==> src/rtl/tgm_pkg.sv <==
// Shared types, constants and command encoding for the touch gesture to mouse motion block.
`default_nettype none
package tgm_pkg;

    localparam int COORD_BITS    = 12;
    localparam int FINGER_BITS   = 3;
    localparam int TIME_BITS     = 32;
    localparam int THR_BITS      = 8;
    localparam int TIMEOUT_BITS  = 16;
    localparam int GAIN_BITS     = 16;
    localparam int GAIN_FRAC     = 16;
    localparam int PROD_BITS     = COORD_BITS + GAIN_BITS;
    localparam int MOVE_BITS     = 8;
    localparam int KIND_BITS     = 2;
    localparam int IN_BITS       = FINGER_BITS + 2 * COORD_BITS + TIME_BITS;
    localparam int IN_TDATA_BITS = ((IN_BITS + 7) / 8) * 8;
    localparam int OUT_TDATA_BITS = 2 * MOVE_BITS;
    localparam int CFG_ADDR_BITS = 2;
    localparam int CFG_DATA_BITS = 16;
    localparam int QUEUE_DEPTH   = 2;

    localparam logic [CFG_ADDR_BITS-1:0] CFG_DRAG_THRESHOLD = 2'd0;
    localparam logic [CFG_ADDR_BITS-1:0] CFG_TAP_TIMEOUT    = 2'd1;
    localparam logic [CFG_ADDR_BITS-1:0] CFG_GAIN           = 2'd2;

    localparam logic [THR_BITS-1:0]     RST_DRAG_THRESHOLD = 8'd5;
    localparam logic [TIMEOUT_BITS-1:0] RST_TAP_TIMEOUT    = 16'd250;
    localparam logic [GAIN_BITS-1:0]    RST_GAIN           = 16'd1311;

    localparam logic [KIND_BITS-1:0] KIND_MOTION  = 2'd0;
    localparam logic [KIND_BITS-1:0] KIND_TAP     = 2'd1;
    localparam logic [KIND_BITS-1:0] KIND_RELEASE = 2'd2;

    localparam logic [MOVE_BITS-2:0] MOVE_MAX = 7'd127;

    typedef enum logic [1:0] {
        CMD_MOTION,
        CMD_TAP_REL,
        CMD_REL
    } t_cmd_kind;

    typedef struct packed {
        logic [FINGER_BITS-1:0] finger_count;
        logic [COORD_BITS-1:0]  pos_x;
        logic [COORD_BITS-1:0]  pos_y;
        logic [TIME_BITS-1:0]   now_ms;
    } t_touch;

    typedef struct packed {
        logic [THR_BITS-1:0]     drag_threshold;
        logic [TIMEOUT_BITS-1:0] tap_limit_ms;
        logic [GAIN_BITS-1:0]    gain_q16;
    } t_cfg;

    typedef struct packed {
        t_cmd_kind             kind;
        logic                  neg_x;
        logic [COORD_BITS-1:0] mag_x;
        logic                  neg_y;
        logic [COORD_BITS-1:0] mag_y;
    } t_cmd;

endpackage
`default_nettype wire

==> src/rtl/tgm_front.sv <==
// Front end: accepts touch beats, tracks touch and drag state and issues report commands.
`default_nettype none
module tgm_front (
    input  wire logic           i_clk,
    input  wire logic           i_rst_n,
    input  wire logic           i_vld,
    output logic                o_rdy,
    input  wire tgm_pkg::t_touch i_touch,
    input  wire tgm_pkg::t_cfg  i_cfg,
    input  wire logic           i_q_full,
    output logic                o_push,
    output tgm_pkg::t_cmd       o_cmd
);

    logic                            r_touching, n_touching;
    logic                            r_dragging, n_dragging;
    logic [tgm_pkg::COORD_BITS-1:0]  r_origin_x, n_origin_x;
    logic [tgm_pkg::COORD_BITS-1:0]  r_origin_y, n_origin_y;
    logic [tgm_pkg::COORD_BITS-1:0]  r_prev_x, n_prev_x;
    logic [tgm_pkg::COORD_BITS-1:0]  r_prev_y, n_prev_y;
    logic [tgm_pkg::TIME_BITS-1:0]   r_press_time, n_press_time;

    logic                            accept;
    logic                            released;
    logic [tgm_pkg::COORD_BITS-1:0]  dist_x, dist_y;
    logic                            drag_start;
    logic                            motion;
    logic [tgm_pkg::TIME_BITS-1:0]   held;
    logic                            is_tap;

    assign o_rdy  = !i_q_full;
    assign accept = i_vld && o_rdy;
    assign released = (i_touch.finger_count == '0);

    always_comb begin
        dist_x = (i_touch.pos_x >= r_origin_x) ? i_touch.pos_x - r_origin_x
                                                : r_origin_x - i_touch.pos_x;
        dist_y = (i_touch.pos_y >= r_origin_y) ? i_touch.pos_y - r_origin_y
                                                : r_origin_y - i_touch.pos_y;
        drag_start = !r_dragging &&
            ((dist_x > tgm_pkg::COORD_BITS'(i_cfg.drag_threshold)) ||
             (dist_y > tgm_pkg::COORD_BITS'(i_cfg.drag_threshold)));
        motion = r_dragging && (i_touch.finger_count == tgm_pkg::FINGER_BITS'(1)) &&
            ((i_touch.pos_x != r_prev_x) || (i_touch.pos_y != r_prev_y));
        held   = i_touch.now_ms - r_press_time;
        is_tap = !r_dragging && (held < tgm_pkg::TIME_BITS'(i_cfg.tap_limit_ms));
    end

    always_comb begin
        n_touching   = r_touching;
        n_dragging   = r_dragging;
        n_origin_x   = r_origin_x;
        n_origin_y   = r_origin_y;
        n_prev_x     = r_prev_x;
        n_prev_y     = r_prev_y;
        n_press_time = r_press_time;
        if (accept) begin
            if (!released) begin
                if (!r_touching) begin
                    n_touching   = 1'b1;
                    n_dragging   = 1'b0;
                    n_press_time = i_touch.now_ms;
                    n_origin_x   = i_touch.pos_x;
                    n_origin_y   = i_touch.pos_y;
                    n_prev_x     = i_touch.pos_x;
                    n_prev_y     = i_touch.pos_y;
                end else begin
                    if (drag_start) begin
                        n_dragging = 1'b1;
                    end
                    if (drag_start || motion) begin
                        n_prev_x = i_touch.pos_x;
                        n_prev_y = i_touch.pos_y;
                    end
                end
            end else if (r_touching) begin
                n_touching = 1'b0;
                n_dragging = 1'b0;
            end
        end
    end

    always_comb begin
        o_push       = 1'b0;
        o_cmd.kind   = tgm_pkg::CMD_REL;
        o_cmd.neg_x  = i_touch.pos_x < r_prev_x;
        o_cmd.neg_y  = i_touch.pos_y < r_prev_y;
        o_cmd.mag_x  = o_cmd.neg_x ? r_prev_x - i_touch.pos_x : i_touch.pos_x - r_prev_x;
        o_cmd.mag_y  = o_cmd.neg_y ? r_prev_y - i_touch.pos_y : i_touch.pos_y - r_prev_y;
        if (accept && r_touching) begin
            if (!released) begin
                o_push     = motion;
                o_cmd.kind = tgm_pkg::CMD_MOTION;
            end else begin
                o_push     = 1'b1;
                o_cmd.kind = is_tap ? tgm_pkg::CMD_TAP_REL : tgm_pkg::CMD_REL;
            end
        end
    end

    always_ff @(posedge i_clk) begin
        if (!i_rst_n) begin
            r_touching   <= 1'b0;
            r_dragging   <= 1'b0;
            r_origin_x   <= '0;
            r_origin_y   <= '0;
            r_prev_x     <= '0;
            r_prev_y     <= '0;
            r_press_time <= '0;
        end else begin
            r_touching   <= n_touching;
            r_dragging   <= n_dragging;
            r_origin_x   <= n_origin_x;
            r_origin_y   <= n_origin_y;
            r_prev_x     <= n_prev_x;
            r_prev_y     <= n_prev_y;
            r_press_time <= n_press_time;
        end
    end

endmodule
`default_nettype wire

==> src/rtl/tgm_queue.sv <==
// Short command queue between the front end and the report generator.
`default_nettype none
module tgm_queue (
    input  wire logic          i_clk,
    input  wire logic          i_rst_n,
    input  wire logic          i_push,
    input  wire tgm_pkg::t_cmd i_cmd,
    output logic               o_full,
    output logic               o_vld,
    input  wire logic          i_pop,
    output tgm_pkg::t_cmd      o_cmd
);

    localparam int PTR_BITS = $clog2(tgm_pkg::QUEUE_DEPTH);
    localparam int CNT_BITS = $clog2(tgm_pkg::QUEUE_DEPTH + 1);
    localparam logic [PTR_BITS-1:0] LAST_PTR = PTR_BITS'(tgm_pkg::QUEUE_DEPTH - 1);
    localparam logic [CNT_BITS-1:0] FULL_CNT = CNT_BITS'(tgm_pkg::QUEUE_DEPTH);

    tgm_pkg::t_cmd         r_mem [tgm_pkg::QUEUE_DEPTH];
    logic [PTR_BITS-1:0]   r_wr_ptr, n_wr_ptr;
    logic [PTR_BITS-1:0]   r_rd_ptr, n_rd_ptr;
    logic [CNT_BITS-1:0]   r_count, n_count;
    logic                  do_push, do_pop;

    assign o_full  = (r_count == FULL_CNT);
    assign o_vld   = (r_count != '0);
    assign o_cmd   = r_mem[r_rd_ptr];
    assign do_push = i_push && !o_full;
    assign do_pop  = i_pop && o_vld;

    always_comb begin
        n_wr_ptr = r_wr_ptr;
        n_rd_ptr = r_rd_ptr;
        n_count  = r_count;
        if (do_push) begin
            n_wr_ptr = (r_wr_ptr == LAST_PTR) ? '0 : r_wr_ptr + 1'b1;
        end
        if (do_pop) begin
            n_rd_ptr = (r_rd_ptr == LAST_PTR) ? '0 : r_rd_ptr + 1'b1;
        end
        if (do_push && !do_pop) begin
            n_count = r_count + 1'b1;
        end else if (do_pop && !do_push) begin
            n_count = r_count - 1'b1;
        end
    end

    always_ff @(posedge i_clk) begin
        if (do_push) begin
            r_mem[r_wr_ptr] <= i_cmd;
        end
    end

    always_ff @(posedge i_clk) begin
        if (!i_rst_n) begin
            r_wr_ptr <= '0;
            r_rd_ptr <= '0;
            r_count  <= '0;
        end else begin
            r_wr_ptr <= n_wr_ptr;
            r_rd_ptr <= n_rd_ptr;
            r_count  <= n_count;
        end
    end

    a_no_overflow: assert property (@(posedge i_clk) disable iff (!i_rst_n)
        r_count <= FULL_CNT)
        else $error("command queue count beyond its depth");

    a_push_dropped: assert property (@(posedge i_clk) disable iff (!i_rst_n)
        !(i_push && o_full))
        else $error("command pushed into a full queue");

endmodule
`default_nettype wire

==> src/rtl/tgm_back.sv <==
// Report generator: scales motion by the gain and emits motion, tap and release beats.
`default_nettype none
module tgm_back (
    input  wire logic                           i_clk,
    input  wire logic                           i_rst_n,
    input  wire logic                           i_q_vld,
    input  wire tgm_pkg::t_cmd                  i_q_cmd,
    output logic                                o_q_pop,
    input  wire logic [tgm_pkg::GAIN_BITS-1:0]  i_gain_q16,
    output logic                                o_vld,
    input  wire logic                           i_rdy,
    output logic signed [tgm_pkg::MOVE_BITS-1:0] o_move_x,
    output logic signed [tgm_pkg::MOVE_BITS-1:0] o_move_y,
    output logic [tgm_pkg::KIND_BITS-1:0]       o_kind,
    output logic                                o_last
);

    function automatic logic [tgm_pkg::MOVE_BITS-1:0] scale_sat(
        input logic [tgm_pkg::PROD_BITS-1:0] prod,
        input logic                          neg
    );
        logic [tgm_pkg::COORD_BITS-1:0]  whole;
        logic [tgm_pkg::MOVE_BITS-2:0]   mag;
        whole = prod[tgm_pkg::PROD_BITS-1:tgm_pkg::GAIN_FRAC];
        mag   = (|whole[tgm_pkg::COORD_BITS-1:tgm_pkg::MOVE_BITS-1]) ? tgm_pkg::MOVE_MAX
                : whole[tgm_pkg::MOVE_BITS-2:0];
        return neg ? tgm_pkg::MOVE_BITS'(-{1'b0, mag}) : {1'b0, mag};
    endfunction

    logic                           r_s1_vld;
    tgm_pkg::t_cmd_kind             r_s1_kind;
    logic                           r_s1_phase;
    logic                           r_s1_neg_x, r_s1_neg_y;
    logic [tgm_pkg::PROD_BITS-1:0]  r_s1_prod_x, r_s1_prod_y;

    logic                           r_out_vld;
    logic [tgm_pkg::MOVE_BITS-1:0]  r_out_mx, r_out_my;
    logic [tgm_pkg::KIND_BITS-1:0]  r_out_kind;
    logic                           r_out_last;

    logic                           out_free;
    logic                           s1_adv;
    logic                           s1_done;
    logic [tgm_pkg::MOVE_BITS-1:0]  beat_mx, beat_my;
    logic [tgm_pkg::KIND_BITS-1:0]  beat_kind;
    logic                           beat_last;

    assign out_free = !r_out_vld || i_rdy;
    assign s1_adv   = r_s1_vld && out_free;
    assign s1_done  = s1_adv && ((r_s1_kind != tgm_pkg::CMD_TAP_REL) || r_s1_phase);
    assign o_q_pop  = i_q_vld && (!r_s1_vld || s1_done);

    always_comb begin
        beat_mx   = '0;
        beat_my   = '0;
        beat_kind = tgm_pkg::KIND_RELEASE;
        beat_last = 1'b1;
        unique case (r_s1_kind)
            tgm_pkg::CMD_MOTION: begin
                beat_mx   = scale_sat(r_s1_prod_x, r_s1_neg_x);
                beat_my   = scale_sat(r_s1_prod_y, r_s1_neg_y);
                beat_kind = tgm_pkg::KIND_MOTION;
            end
            tgm_pkg::CMD_TAP_REL: begin
                if (!r_s1_phase) begin
                    beat_kind = tgm_pkg::KIND_TAP;
                    beat_last = 1'b0;
                end
            end
            default: begin
                beat_kind = tgm_pkg::KIND_RELEASE;
            end
        endcase
    end

    always_ff @(posedge i_clk) begin
        if (!i_rst_n) begin
            r_s1_vld   <= 1'b0;
            r_s1_phase <= 1'b0;
            r_out_vld  <= 1'b0;
        end else begin
            if (o_q_pop) begin
                r_s1_vld   <= 1'b1;
                r_s1_phase <= 1'b0;
            end else if (s1_done) begin
                r_s1_vld   <= 1'b0;
            end else if (s1_adv) begin
                r_s1_phase <= 1'b1;
            end
            if (s1_adv) begin
                r_out_vld <= 1'b1;
            end else if (i_rdy) begin
                r_out_vld <= 1'b0;
            end
        end
    end

    always_ff @(posedge i_clk) begin
        if (o_q_pop) begin
            r_s1_kind   <= i_q_cmd.kind;
            r_s1_neg_x  <= i_q_cmd.neg_x;
            r_s1_neg_y  <= i_q_cmd.neg_y;
            r_s1_prod_x <= i_q_cmd.mag_x * i_gain_q16;
            r_s1_prod_y <= i_q_cmd.mag_y * i_gain_q16;
        end
        if (s1_adv) begin
            r_out_mx   <= beat_mx;
            r_out_my   <= beat_my;
            r_out_kind <= beat_kind;
            r_out_last <= beat_last;
        end
    end

    assign o_vld    = r_out_vld;
    assign o_move_x = r_out_mx;
    assign o_move_y = r_out_my;
    assign o_kind   = r_out_kind;
    assign o_last   = r_out_last;

    a_tap_then_release: assert property (@(posedge i_clk) disable iff (!i_rst_n)
        (r_out_vld && i_rdy && r_out_kind == tgm_pkg::KIND_TAP)
        |=> (r_out_vld && r_out_kind == tgm_pkg::KIND_RELEASE && r_out_last))
        else $error("tap beat not followed by a release beat");

    a_tap_not_last: assert property (@(posedge i_clk) disable iff (!i_rst_n)
        (r_out_vld && r_out_kind == tgm_pkg::KIND_TAP) |-> !r_out_last)
        else $error("tap beat marked as last");

    a_motion_in_range: assert property (@(posedge i_clk) disable iff (!i_rst_n)
        r_out_vld |-> (r_out_mx != 8'h80 && r_out_my != 8'h80))
        else $error("motion outside the saturation range");

endmodule
`default_nettype wire

==> src/rtl/touch_gesture_to_mouse_motion.sv <==
// Top level of the touch gesture to mouse motion converter.
//
// Touch reports enter on the s_axis channel, one beat per report. The beat is
// taken whenever the command queue has room, so a new report can be accepted
// every cycle. Each report gives zero, one or two result beats on m_axis:
// a motion beat while dragging with one finger, or on release an optional tap
// beat followed by a release beat; tlast marks the final beat of a report.
// The first result beat of a report passes through the queue, then the gain
// multiply register, then the saturation into the output register.
// The report generator emits one beat per cycle while m_axis_tready is high,
// so motion reports sustain one per cycle and a tap release gives two beats.
// Configuration registers are written through i_cfg_we, i_cfg_addr and i_cfg_wdata;
// the user must write them only while no report is in flight; the block does not enforce it.
// Synchronous reset clears touch and drag state, empties the queue and loads
// the register defaults. When m_axis_tready is low, the output beat holds, the
// generator and queue fill, and s_axis_tready drops once the queue is full.
`default_nettype none
module touch_gesture_to_mouse_motion (
    input  wire logic                                  i_clk,
    input  wire logic                                  i_rst_n,
    input  wire logic                                  s_axis_tvalid,
    output logic                                       s_axis_tready,
    // finger_count, pos_x, pos_y, now_ms
    input  wire logic [tgm_pkg::IN_TDATA_BITS-1:0]     s_axis_tdata,
    output logic                                       m_axis_tvalid,
    input  wire logic                                  m_axis_tready,
    // move_x, move_y
    output logic [tgm_pkg::OUT_TDATA_BITS-1:0]         m_axis_tdata,
    // report_kind
    output logic [tgm_pkg::KIND_BITS-1:0]              m_axis_tuser,
    output logic                                       m_axis_tlast,
    input  wire logic                                  i_cfg_we,
    input  wire logic [tgm_pkg::CFG_ADDR_BITS-1:0]     i_cfg_addr,
    input  wire logic [tgm_pkg::CFG_DATA_BITS-1:0]     i_cfg_wdata
);

    tgm_pkg::t_cfg    r_cfg;
    tgm_pkg::t_touch  touch;
    tgm_pkg::t_cmd    push_cmd, head_cmd;
    logic             push, q_full, q_vld, q_pop;
    logic signed [tgm_pkg::MOVE_BITS-1:0] move_x, move_y;

    always_ff @(posedge i_clk) begin
        if (!i_rst_n) begin
            r_cfg.drag_threshold <= tgm_pkg::RST_DRAG_THRESHOLD;
            r_cfg.tap_limit_ms   <= tgm_pkg::RST_TAP_TIMEOUT;
            r_cfg.gain_q16       <= tgm_pkg::RST_GAIN;
        end else if (i_cfg_we) begin
            case (i_cfg_addr)
                tgm_pkg::CFG_DRAG_THRESHOLD: begin
                    r_cfg.drag_threshold <= i_cfg_wdata[tgm_pkg::THR_BITS-1:0];
                end
                tgm_pkg::CFG_TAP_TIMEOUT: begin
                    r_cfg.tap_limit_ms <= i_cfg_wdata[tgm_pkg::TIMEOUT_BITS-1:0];
                end
                tgm_pkg::CFG_GAIN: begin
                    r_cfg.gain_q16 <= i_cfg_wdata[tgm_pkg::GAIN_BITS-1:0];
                end
                default: begin
                end
            endcase
        end
    end

    assign touch.finger_count = s_axis_tdata[tgm_pkg::FINGER_BITS-1:0];
    assign touch.pos_x  = s_axis_tdata[tgm_pkg::FINGER_BITS +: tgm_pkg::COORD_BITS];
    assign touch.pos_y  = s_axis_tdata[tgm_pkg::FINGER_BITS + tgm_pkg::COORD_BITS
                                       +: tgm_pkg::COORD_BITS];
    assign touch.now_ms = s_axis_tdata[tgm_pkg::FINGER_BITS + 2 * tgm_pkg::COORD_BITS
                                       +: tgm_pkg::TIME_BITS];

    tgm_front u_front (
        .i_clk    (i_clk),
        .i_rst_n  (i_rst_n),
        .i_vld    (s_axis_tvalid),
        .o_rdy    (s_axis_tready),
        .i_touch  (touch),
        .i_cfg    (r_cfg),
        .i_q_full (q_full),
        .o_push   (push),
        .o_cmd    (push_cmd)
    );

    tgm_queue u_queue (
        .i_clk   (i_clk),
        .i_rst_n (i_rst_n),
        .i_push  (push),
        .i_cmd   (push_cmd),
        .o_full  (q_full),
        .o_vld   (q_vld),
        .i_pop   (q_pop),
        .o_cmd   (head_cmd)
    );

    tgm_back u_back (
        .i_clk      (i_clk),
        .i_rst_n    (i_rst_n),
        .i_q_vld    (q_vld),
        .i_q_cmd    (head_cmd),
        .o_q_pop    (q_pop),
        .i_gain_q16 (r_cfg.gain_q16),
        .o_vld      (m_axis_tvalid),
        .i_rdy      (m_axis_tready),
        .o_move_x   (move_x),
        .o_move_y   (move_y),
        .o_kind     (m_axis_tuser),
        .o_last     (m_axis_tlast)
    );

    assign m_axis_tdata = {move_y, move_x};

endmodule
`default_nettype wire

==> config.mk <==
export PLATFORM = sky130hd
export DESIGN_NAME = touch_gesture_to_mouse_motion
export DESIGN_NICKNAME = d
export VERILOG_FILES = /design/src/rtl/tgm_pkg.sv /design/src/rtl/tgm_front.sv /design/src/rtl/tgm_queue.sv /design/src/rtl/tgm_back.sv /design/src/rtl/touch_gesture_to_mouse_motion.sv
export SDC_FILE = /design/constraint.sdc
export NUM_CORES = 1
export LEC_CHECK = 0
export BUFFER_PORTS_ARGS = -buffer_cell sky130_fd_sc_hd__buf_2
export CAP_MARGIN = 10
export CORE_ASPECT_RATIO = 0.5
export CORE_MARGIN = 2
export CORE_UTILIZATION = 40
export DETAILED_ROUTE_END_ITERATION = 16
export PLACE_DENSITY = 0.59
export SYNTH_ARGS = -nofsm -noshare
export SYNTH_HDL_FRONTEND = slang
export SYNTH_SLANG_ARGS = --single-unit
export TNS_END_PERCENT = 100
==> constraint.sdc <==
create_clock -name i_clk -period 18.41 [get_ports i_clk]
set_clock_uncertainty 0.2 [all_clocks]
set_input_delay 0.9205 -clock i_clk [delete_from_list [all_inputs] [get_ports i_clk]]
set_output_delay 0.9205 -clock i_clk [all_outputs]
set_load 0.05 [all_outputs]
==> results of run 1 <==
## power by group
group	switching (W)	internal (W)	total, W
registers	0.0000467	0.000700	0.000747
clock network	0.000253	0.000314	0.000568
logic	0.00169	0.00121	0.00290
## layout by cell type, fill, tap and decap left out, types with 83 or more instances in the layout
cell / instances
edfxtp_1: 103
dfxtp_1: 130
a21boi_0: 83
fa_1: 287
a21oi_1: 118
inv_1: 493
nor2_1: 107
and2_1: 135
ha_1: 281
buf_2: 101
nand2_1: 555
## kinds of logic after synthesis
logic type,after synthesis
muxes,85
xor gates and xnor gates,79
adders and majority gates,568
AOI/OAI and AO/OA,496
DFF,233
and+or+nand+nor,1007
buffers and inverters,628
## per-stage QoR
stage          setup WS [ps]  hold slack (ps)  utilization, %  cells
2_1_floorplan          11460              235               -   3096
3_3_place_gp           11280              245            42.3   3986
3_5_place_dp           11190              252            42.3   3986
4_1_cts                11150              262            43.7   4036
5_1_grt                10780              287            43.7   4037
6_report               11290              257            43.7   4038
## worst max path at each step
stage | startpoint | to | cells after the start
global placement | flip-flop | u_back.r_s1_prod_y[27] | 22
CTS | flip-flop | u_back.r_s1_prod_y[27] | 22
finish | flip-flop | u_back.r_s1_prod_y[27] | 21
floorplan | flip-flop | u_back.r_s1_prod_y[27] | 24
global route | flip-flop | u_back.r_s1_prod_x[26] | 21
detailed placement | flip-flop | u_back.r_s1_prod_y[27] | 22
## sequential cells by signal, summed over array words and instances, names as in the netlist, 2 cells and up, named ones only
register              flops
u_queue.r_count           2
u_front.r_prev_y         12
u_front.r_origin_y       12
u_front.r_prev_x         12
u_front.r_origin_x       12
u_back.r_s1_prod_y       12
r_cfg                    40
u_front.r_press_time     32
u_back.o_kind             2
u_back.r_s1_prod_x       12
u_back.r_s1_kind          2
u_queue.r_mem            56
u_back.o_move_x           8
u_back.o_move_y           8
## area by class of cell
cell class / count / area, µm² / area share [%]
Clock inverter: 20 / 194 / 0.663
Inverter: 493 / 1850 / 6.33
Antenna cell: 2 / 5.00 / 0.0171
Clock buffer: 30 / 718 / 2.46
Tap cell: 897 / 1120 / 3.84
Timing Repair Buffer: 128 / 708 / 2.42
Sequential cell: 233 / 5700 / 19.5
Multi-Input combinational cell: 2235 / 18900 / 64.8
## worst register-to-register path, stage by stage, from the launching register on
cell,delay (ps)
dfxtp_1,330
buf_4,360
mux2_2,580
and2_1,260
fa_1,560
fa_1,440
fa_1,490
fa_1,510
inv_1,50
fa_1,470
inv_1,50
ha_1,300
a21o_1,190
a21o_1,170
a21o_1,190
a21oi_1,130
a21boi_1,390
o21ai_0,240
o41a_1,420
a211o_1,310
a21oi_1,190
xnor2_1,80
## layer usage
layer,up-vias,part of all wire [%]
met2,349,46
met1,10200,48
li1,10100,-
met5,-,0.019
met3,89,3.6
met4,2,2.1
==> results.sh, run 1 <==
export IMPL_status="complete, no violations"
export IMPL_globalplace_congestion=0.863
export IMPL_grt_usage_pct=19.4
export IMPL_clk_latency_ps=600
export IMPL_yosys_area_share_adder_pct=34.3
export IMPL_p_leak_nw=13.5
export IMPL_netlist_area_um2=27000
export IMPL_place_area_um2=28300
export IMPL_synth_area_leaders="fa_1 (21%), ha_1 (13%), edfxtp_1 (11%), dfxtp_1 (9.6%), nand2_1 (7.7%)"
export IMPL_path_common_cell="fa_1"
export IMPL_synth_edf_count=103
export IMPL_cts_buffers=27
export IMPL_cts_repair_resized=0
export IMPL_max_clock_path_buffers=3
export IMPL_vias=20700
export IMPL_vias_per_cell=5.13
export IMPL_synthMuxAreaShare_pct=3.32
export IMPL_avgSynthCellArea_um2=8.73
export IMPL_ios=108
export IMPL_fillers=6682
export IMPL_yosysMostFrequentCell="nand2_1"
export IMPL_drive_above_1_share_pct=7.84
export IMPL_rows=67
export IMPL_drtIter0Drc=1266
export IMPL_cts_root_buffer="clkbuf_16"
export IMPL_maxCapViolCount=0
export IMPL_reg2reg_depth=21
export IMPL_slowest_delay_ps=560
export IMPL_drc=0
export IMPL_antenna_found_initial=3
export IMPL_worst_ir_drop_vdd_mv=0.118
export IMPL_end_kind="flip-flop"
export IMPL_slew_headroom_pct=34.6
export IMPL_die_w_um=372
export IMPL_worstSetupPathType="reg -> reg"
export IMPL_clock_sinks=233
export IMPL_synthArstFlopShare_pct=0
export IMPL_area_growth_pct=8.23
export IMPL_hold_viol_final=0
export IMPL_crit_fanout=32
export IMPL_synth_top_cells_by_count="nand2_1 (555), inv_1 (493), fa_1 (287)"
export IMPL_die_area_um2=69800
export IMPL_final_cell_area_um2=29200
export IMPL_hold_path_class="reg -> reg"
export IMPL_finalPower_w=0.00422
export IMPL_start_kind="flip-flop"
export IMPL_grt_pass1_wl_um=109000
export IMPL_dp_hpwl_um=50100
export IMPL_grt_pass1_vias=20800
export IMPL_timing_final_crit_share_pct=38.7
export IMPL_syn_nets=3751
export IMPL_holdPathEnd="u_front.r_prev_x[11]"
export IMPL_wire_per_inst_um=16.5
export IMPL_synth_cell_types=82
export IMPL_slew_violations=0
export IMPL_setup_viol=0
export IMPL_grt_max_degree=96
export IMPL_yosysSeqAreaShare_pct=21.1
export IMPL_powerDensity_nw_per_um2=144
export IMPL_busiest_layer="met2"
export IMPL_cts_tree="done"
export IMPL_syn_inst=3096
export IMPL_fin_nets=3773
export IMPL_htree_levels=1
export IMPL_grt_overflow=0
export IMPL_synth_xor_area_share_pct=2.56
export IMPL_yosysTopAreaCell="fa_1"
export IMPL_die_height_um=188
export IMPL_synth_top_family_by_area="adder cells"
export IMPL_drt_pre_antenna_iters=5
export IMPL_rsz0062_at_grt="false"
export IMPL_synth_seq_cells=233
export IMPL_cp_required_ps=18570
export IMPL_met1_usage_pct=27.4
export IMPL_ys_warn_count=0
export IMPL_postCtsSetupBuffers=0
export IMPL_r2r_slack_ps=11290
export IMPL_path_clk_slew_ps=70
export IMPL_grt_util_met3_pct=2.41
export IMPL_worst_pin_slew_ps=981
export IMPL_port_buffers=102
export IMPL_min_path_cells=2
export IMPL_crit_family="adder cells"
export IMPL_synth_simple_area_share_pct=17.3
export IMPL_synth_compound_area_share_pct=12.6
export IMPL_met2_usage_pct=32.1
export IMPL_ys_flop_type="dfxtp_1"
export IMPL_antenna_left=0
export IMPL_slowest_stage="fa_1"
export IMPL_start_util_pct=40.4
export IMPL_core_um2=66900
export IMPL_cp_arrival_ps=7280
export IMPL_fmax_mhz=140
export IMPL_yosysTopAreaCellShare_pct=21.3
export IMPL_wl_um=66700
export IMPL_finalSetupTns_ps=0
export IMPL_ctsHoldBuffers=0
export IMPL_r2r_end="u_back.r_s1_prod_y[27]"
export IMPL_period_needed_ps=7120
export IMPL_path_cells="buf_4 -> mux2_2 -> and2_1 -> fa_1 -> fa_1 -> fa_1 -> fa_1 -> inv_1 -> fa_1 -> inv_1 -> ha_1 -> a21o_1 -> a21o_1 -> a21o_1 -> a21oi_1 -> a21boi_1 -> o21ai_0 -> o41a_1 -> a211o_1 -> a21oi_1 -> xnor2_1"
export IMPL_crit_buf_inv=3
export IMPL_min_from="u_front.r_prev_x[11]"
Note: power is estimated with default switching activity, not from simulation.
==> inputs of run 2 (changes only) <==
==> constraint.sdc (replaced) <==
create_clock -name i_clk -period 7.07 [get_ports i_clk]
set_clock_uncertainty 0.2 [all_clocks]
set_input_delay 0.3535 -clock i_clk [delete_from_list [all_inputs] [get_ports i_clk]]
set_output_delay 0.3535 -clock i_clk [all_outputs]
set_load 0.05 [all_outputs]
==> results.sh, run 2 (same netlist as run 1, synthesis figures left out) <==
export IMPL_multi_input_comb_area_um2=19000
export IMPL_die_area_um2=69800
export IMPL_drc=0
export IMPL_worstSetupPathType="reg -> reg"
export IMPL_drtIter0Drc=1204
export IMPL_worst_pin_slew_ps=1010
export IMPL_crit_family="adder cells"
export IMPL_min_path_cells=3
export IMPL_worst_ir_drop_vdd_mv=0.454
export IMPL_cts_buffers=27
export IMPL_period_needed_ps=6790
export IMPL_antenna_found_initial=0
export IMPL_core_um2=66900
export IMPL_grt_usage_pct=19.4
export IMPL_timing_final_crit_share_pct=96.0
export IMPL_area_growth_pct=11.6
export IMPL_hold_path_class="in -> reg"
export IMPL_fmax_mhz=147
export IMPL_vias_per_cell=5.08
export IMPL_cp_arrival_ps=6910
export IMPL_clock_sinks=233
export IMPL_path_common_cell="fa_1"
export IMPL_cp_required_ps=7190
export IMPL_drt_pre_antenna_iters=5
export IMPL_htree_levels=1
export IMPL_fillers=6556
export IMPL_ios=108
export IMPL_end_kind="flip-flop"
export IMPL_holdPathEnd="r_cfg[34]"
export IMPL_wire_per_inst_um=16.0
export IMPL_slew_headroom_pct=32.6
export IMPL_r2r_end="u_back.r_s1_prod_y[27]"
export IMPL_fin_nets=3868
export IMPL_antenna_left=0
export IMPL_crit_fanout=32
export IMPL_max_clock_path_buffers=3
export IMPL_grt_max_degree=96
export IMPL_setup_viol=0
export IMPL_postCtsSetupBuffers=0
export IMPL_rows=67
export IMPL_dp_hpwl_um=51500
export IMPL_largest_reg_flops=56
export IMPL_die_height_um=188
export IMPL_path_cells="buf_12 -> mux2_2 -> and2_1 -> fa_1 -> inv_1 -> fa_1 -> inv_1 -> fa_1 -> fa_1 -> inv_1 -> fa_1 -> inv_1 -> ha_1 -> nand2_1 -> a211o_1 -> o211ai_1 -> a21boi_1 -> o21ai_0 -> o41a_1 -> a211o_1 -> a21oi_1 -> xnor2_1"
export IMPL_cts_root_buffer="clkbuf_16"
export IMPL_rsz0062_at_grt="false"
export IMPL_slew_violations=0
export IMPL_final_cell_mix="nand2_1 (555), inv_1 (493), fa_1 (287)"
export IMPL_port_buffers=102
export IMPL_p_leak_nw=13.9
export IMPL_crit_buf_inv=5
export IMPL_slowest_delay_ps=530
export IMPL_reg2reg_depth=22
export IMPL_finalSetupTns_ps=0
export IMPL_hold_viol_final=0
export IMPL_globalplace_congestion=0.874
export IMPL_cts_tree="done"
export IMPL_place_inst=4005
export IMPL_status="complete, no violations"
export IMPL_powerDensity_nw_per_um2=359
export IMPL_grt_pass1_vias=21400
export IMPL_start_util_pct=40.4
export IMPL_top_register="u_queue.r_mem"
export IMPL_clk_latency_ps=610
export IMPL_r2r_slack_ps=280
export IMPL_maxCapViolCount=0
export IMPL_die_w_um=372
export IMPL_start_kind="flip-flop"
export IMPL_ff_latch_area_um2=5700
export IMPL_vias=21000
export IMPL_path_clk_slew_ps=70
export IMPL_layout_cells_non_filler=4131
export IMPL_largestRegisters="u_queue.r_mem: 56 flops, r_cfg: 40 flops, u_front.r_press_time: 32 flops"
export IMPL_grt_overflow=0
export IMPL_grt_pass1_wl_um=111000
export IMPL_drive_above_1_share_pct=8.13
export IMPL_layout_commonest_cell="nand2_1"
export IMPL_slowest_stage="mux2_2"
export IMPL_min_from="i_cfg_addr[0]"
export IMPL_wl_um=66200
==> run 2: changes by cell type in the layout (fill, tap and decap cells not counted), moves of 2 or more <==
cell | previous run | this run
mux2_2 | 36 | 31
dlygate4sd3_1 | 0 | 76
clkbuf_1 | 1 | 5
inv_4 | 0 | 2
mux2_4 | 0 | 5
buf_4 | 27 | 41
bufinv_16 | 2 | 0
buf_12 | 0 | 5
clkinv_1 | 3 | 1
==> run 2: timing repair <==
action / 4_1_cts / 5_1_grt
hold buffers: 76 / 0
hold endpoints to repair: 122 / 0
setup endpoints to repair: 0 / 4
gates resized for setup: 0 / 7
==> run 2: power breakdown <==
part,internal (W),switching (W)
sequential,0.00182,0.000134
combinational,0.00318,0.00432
clock,0.000737,0.000635
total,0.00574,0.00509
==> run 2: metrics by stage <==
step	total power, W	setup WS (ps)	utilization [%]	instance area (µm²)	hold WS [ps]
after detailed placement	0.00942	266	42.6	28500	250
after CTS	0.0109	245	45.0	30100	3.63
final	0.0108	284	45.1	30200	31.2
after global placement	0.00930	308	42.6	28500	244
after floorplan	0.00763	118	-	27000	235
after global routing	0.0122	1.04	45.1	30200	42.2
==> run 2: worst max path at each step <==
stage | slack [ps] | cells past startpoint | start | to
after floorplan | 120 | 24 | flip-flop | u_back.r_s1_prod_y[27]
after global placement | 310 | 21 | flip-flop | u_back.r_s1_prod_x[26]
after detailed placement | 270 | 22 | flip-flop | u_back.r_s1_prod_y[27]
after CTS | 240 | 22 | flip-flop | u_back.r_s1_prod_y[27]
after global routing | 1 | 22 | flip-flop | u_back.r_s1_prod_y[27]
final | 280 | 22 | flip-flop | u_back.r_s1_prod_y[27]
==> run 2: routing by layer <==
layer	wire [µm]	GRT usage, %	up-vias	part of all wire, %
li1	-	-	10300	-
met1	32000	27.1	10200	48
met2	29800	31.7	414	45
met3	2890	2.81	89	4.4
met4	1520	4.44	0	2.3
met5	0	0	-	0
==> run 2: worst reg2reg max path: stages, from the launching register on <==
cell      delay (ps)
dfxtp_1          360
buf_12           220
mux2_2           550
and2_1           250
fa_1             500
inv_1             50
fa_1             520
inv_1             50
fa_1             470
fa_1             500
inv_1             50
fa_1             480
inv_1             50
ha_1             260
nand2_1          100
a211o_1          110
o211ai_1         260
a21boi_1         350
o21ai_0          210
o41a_1           420
a211o_1          310
a21oi_1          180
xnor2_1           70
==> run 2: final cells by class <==
cell class / instances / share of cell area (%)
clock buffer: 33 / 2.39
inverter: 493 / 6.14
clock inverter: 16 / 0.415
antenna: 1 / 0.00830
tap: 897 / 3.72
timing repair buffer: 223 / 5.55
multi-input combinational: 2235 / 62.9
sequential: 233 / 18.9
==> inputs of run 3 (changes only) <==
--- a/config.mk
+++ b/config.mk
@@ -12,6 +12,7 @@
 export CORE_UTILIZATION = 40
 export DETAILED_ROUTE_END_ITERATION = 16
 export PLACE_DENSITY = 0.59
+export REMOVE_ABC_BUFFERS = 1
 export SYNTH_ARGS = -nofsm -noshare
 export SYNTH_HDL_FRONTEND = slang
 export SYNTH_SLANG_ARGS = --single-unit
==> results.sh, run 3 (same netlist as run 1, synthesis figures left out) <==
export IMPL_slowest_stage="fa_1"
export IMPL_hold_viol_final=0
export IMPL_finalSetupTns_ps=0
export IMPL_cp_arrival_ps=6880
export IMPL_fillers=6592
export IMPL_final_cell_area_um2=30200
export IMPL_top_register="u_queue.r_mem"
export IMPL_fin_nets=3873
export IMPL_layout_commonest_cell="nand2_1"
export IMPL_largest_reg_flops=56
export IMPL_clk_latency_ps=590
export IMPL_postCtsSetupBuffers=0
export IMPL_die_height_um=188
export IMPL_period_needed_ps=6760
export IMPL_vias_per_cell=5.05
export IMPL_antenna_found_initial=2
export IMPL_core_um2=66900
export IMPL_globalplace_congestion=0.871
export IMPL_path_cells="buf_12 -> mux2_2 -> and2_1 -> fa_1 -> fa_1 -> fa_1 -> fa_1 -> inv_1 -> fa_1 -> inv_1 -> ha_1 -> a21oi_1 -> o21ai_0 -> nor4_1 -> a31oi_1 -> a41o_1 -> o211a_1 -> o21a_1 -> o21ai_1 -> a21boi_0 -> xor2_1"
export IMPL_htree_levels=1
export IMPL_status="complete, no violations"
export IMPL_worst_ir_drop_vdd_mv=0.328
export IMPL_cts_tree="done"
export IMPL_whs_ps=73.8
export IMPL_cts_buffers=25
export IMPL_maxCapViolCount=0
export IMPL_start_kind="flip-flop"
export IMPL_grt_overflow=0
export IMPL_drc=0
export IMPL_drive_above_1_share_pct=8.40
export IMPL_hold_path_class="in -> reg"
export IMPL_powerDensity_nw_per_um2=360
export IMPL_start_util_pct=40.4
export IMPL_worstSetupPathType="reg -> reg"
export IMPL_final_cell_mix="nand2_1 (555), inv_1 (493), fa_1 (287)"
export IMPL_crit_fanout=32
export IMPL_cts_root_buffer="clkbuf_16"
export IMPL_worst_pin_slew_ps=1050
export IMPL_max_clock_path_buffers=3
export IMPL_crit_family="adder cells"
export IMPL_drtIter0Drc=1189
export IMPL_drt_pre_antenna_iters=5
export IMPL_fmax_mhz=148
export IMPL_path_clk_slew_ps=70
export IMPL_slew_headroom_pct=29.8
export IMPL_crit_buf_inv=3
export IMPL_grt_pass1_vias=21200
export IMPL_rows=67
export IMPL_slowest_delay_ps=570
export IMPL_wire_per_inst_um=15.9
export IMPL_dp_hpwl_um=51800
export IMPL_ios=108
export IMPL_port_buffers=102
export IMPL_r2r_slack_ps=310
export IMPL_grt_max_degree=86
export IMPL_p_leak_nw=14.0
export IMPL_largestRegisters="u_queue.r_mem: 56 flops, r_cfg: 40 flops, u_front.r_press_time: 32 flops"
export IMPL_die_area_um2=69800
export IMPL_place_area_um2=28600
export IMPL_timing_final_crit_share_pct=95.7
export IMPL_die_w_um=372
export IMPL_end_kind="flip-flop"
export IMPL_area_growth_pct=11.8
export IMPL_cp_required_ps=7190
export IMPL_wl_um=65700
export IMPL_setup_viol=0
export IMPL_slew_violations=0
export IMPL_grt_pass1_wl_um=109000
export IMPL_antenna_left=0
export IMPL_path_common_cell="fa_1"
export IMPL_clock_sinks=233
export IMPL_vias=20900
export IMPL_rsz0062_at_grt="true"
export IMPL_grt_usage_pct=19.1
-- run 3: path summary, 6_finish.rpt --
path,from,endpoint,cells past startpoint
worst max-delay path,flip-flop,u_back.r_s1_prod_x[26],21
worst min-delay path,i_cfg_addr[1],r_cfg[34],3
worst max register to register,flip-flop,u_back.r_s1_prod_x[26],21
worst min register to register,u_front.r_press_time[21],u_front.r_press_time[21],2
-- run 3: tightest hold or removal path, cell delays in order --
cell,delay (ps)
buf_2,120
nor3b_2,150
o211ai_1,190
-- run 3: report_power, final --
part / total (W) / switching (W) / internal [W]
clock: 0.00144 / 0.000632 / 0.000808
sequential: 0.00196 / 0.000136 / 0.00182
combinational: 0.00748 / 0.00430 / 0.00318
total: 0.0109 / 0.00507 / 0.00581
-- run 3: per-stage QoR --
stage                     instances  power, W  util (%)  worst slack (ps)
after global placement         4014   0.00929      42.7               234
after detailed placement       4014   0.00945      42.7               212
after floorplan                2961   0.00757         -               310
after global routing           4135    0.0122      45.1             -5.94
after CTS                      4134    0.0110      45.1               138
final                          4136    0.0109      45.1               306
-- run 3: final cells by class --
cell class | instances | area [µm²] | share of cell area, %
Inverter | 493 | 1850 | 6.13
Tap cell | 897 | 1120 | 3.72
Multi-Input combinational cell | 2235 | 19000 | 62.8
Antenna cell | 2 | 5.00 | 0.0166
Sequential cell | 233 | 5700 | 18.9
Clock inverter | 16 | 204 | 0.676
Clock buffer | 30 | 676 | 2.24
Timing Repair Buffer | 230 | 1670 | 5.54
-- run 3: per-layer routing --
metal	global-route usage [%]	part of all wire, %
met5	0	0
met4	4.19	2.0
met3	2.28	4.2
met2	31.1	45
met1	27.2	49
-- run 3: what timing repair did --
item | in CTS | in global routing
setup endpoints to repair | 0 | 6
gates resized for setup | 0 | 5
hold buffers | 74 | 0
endpoints found under the hold margin | 121 | 0
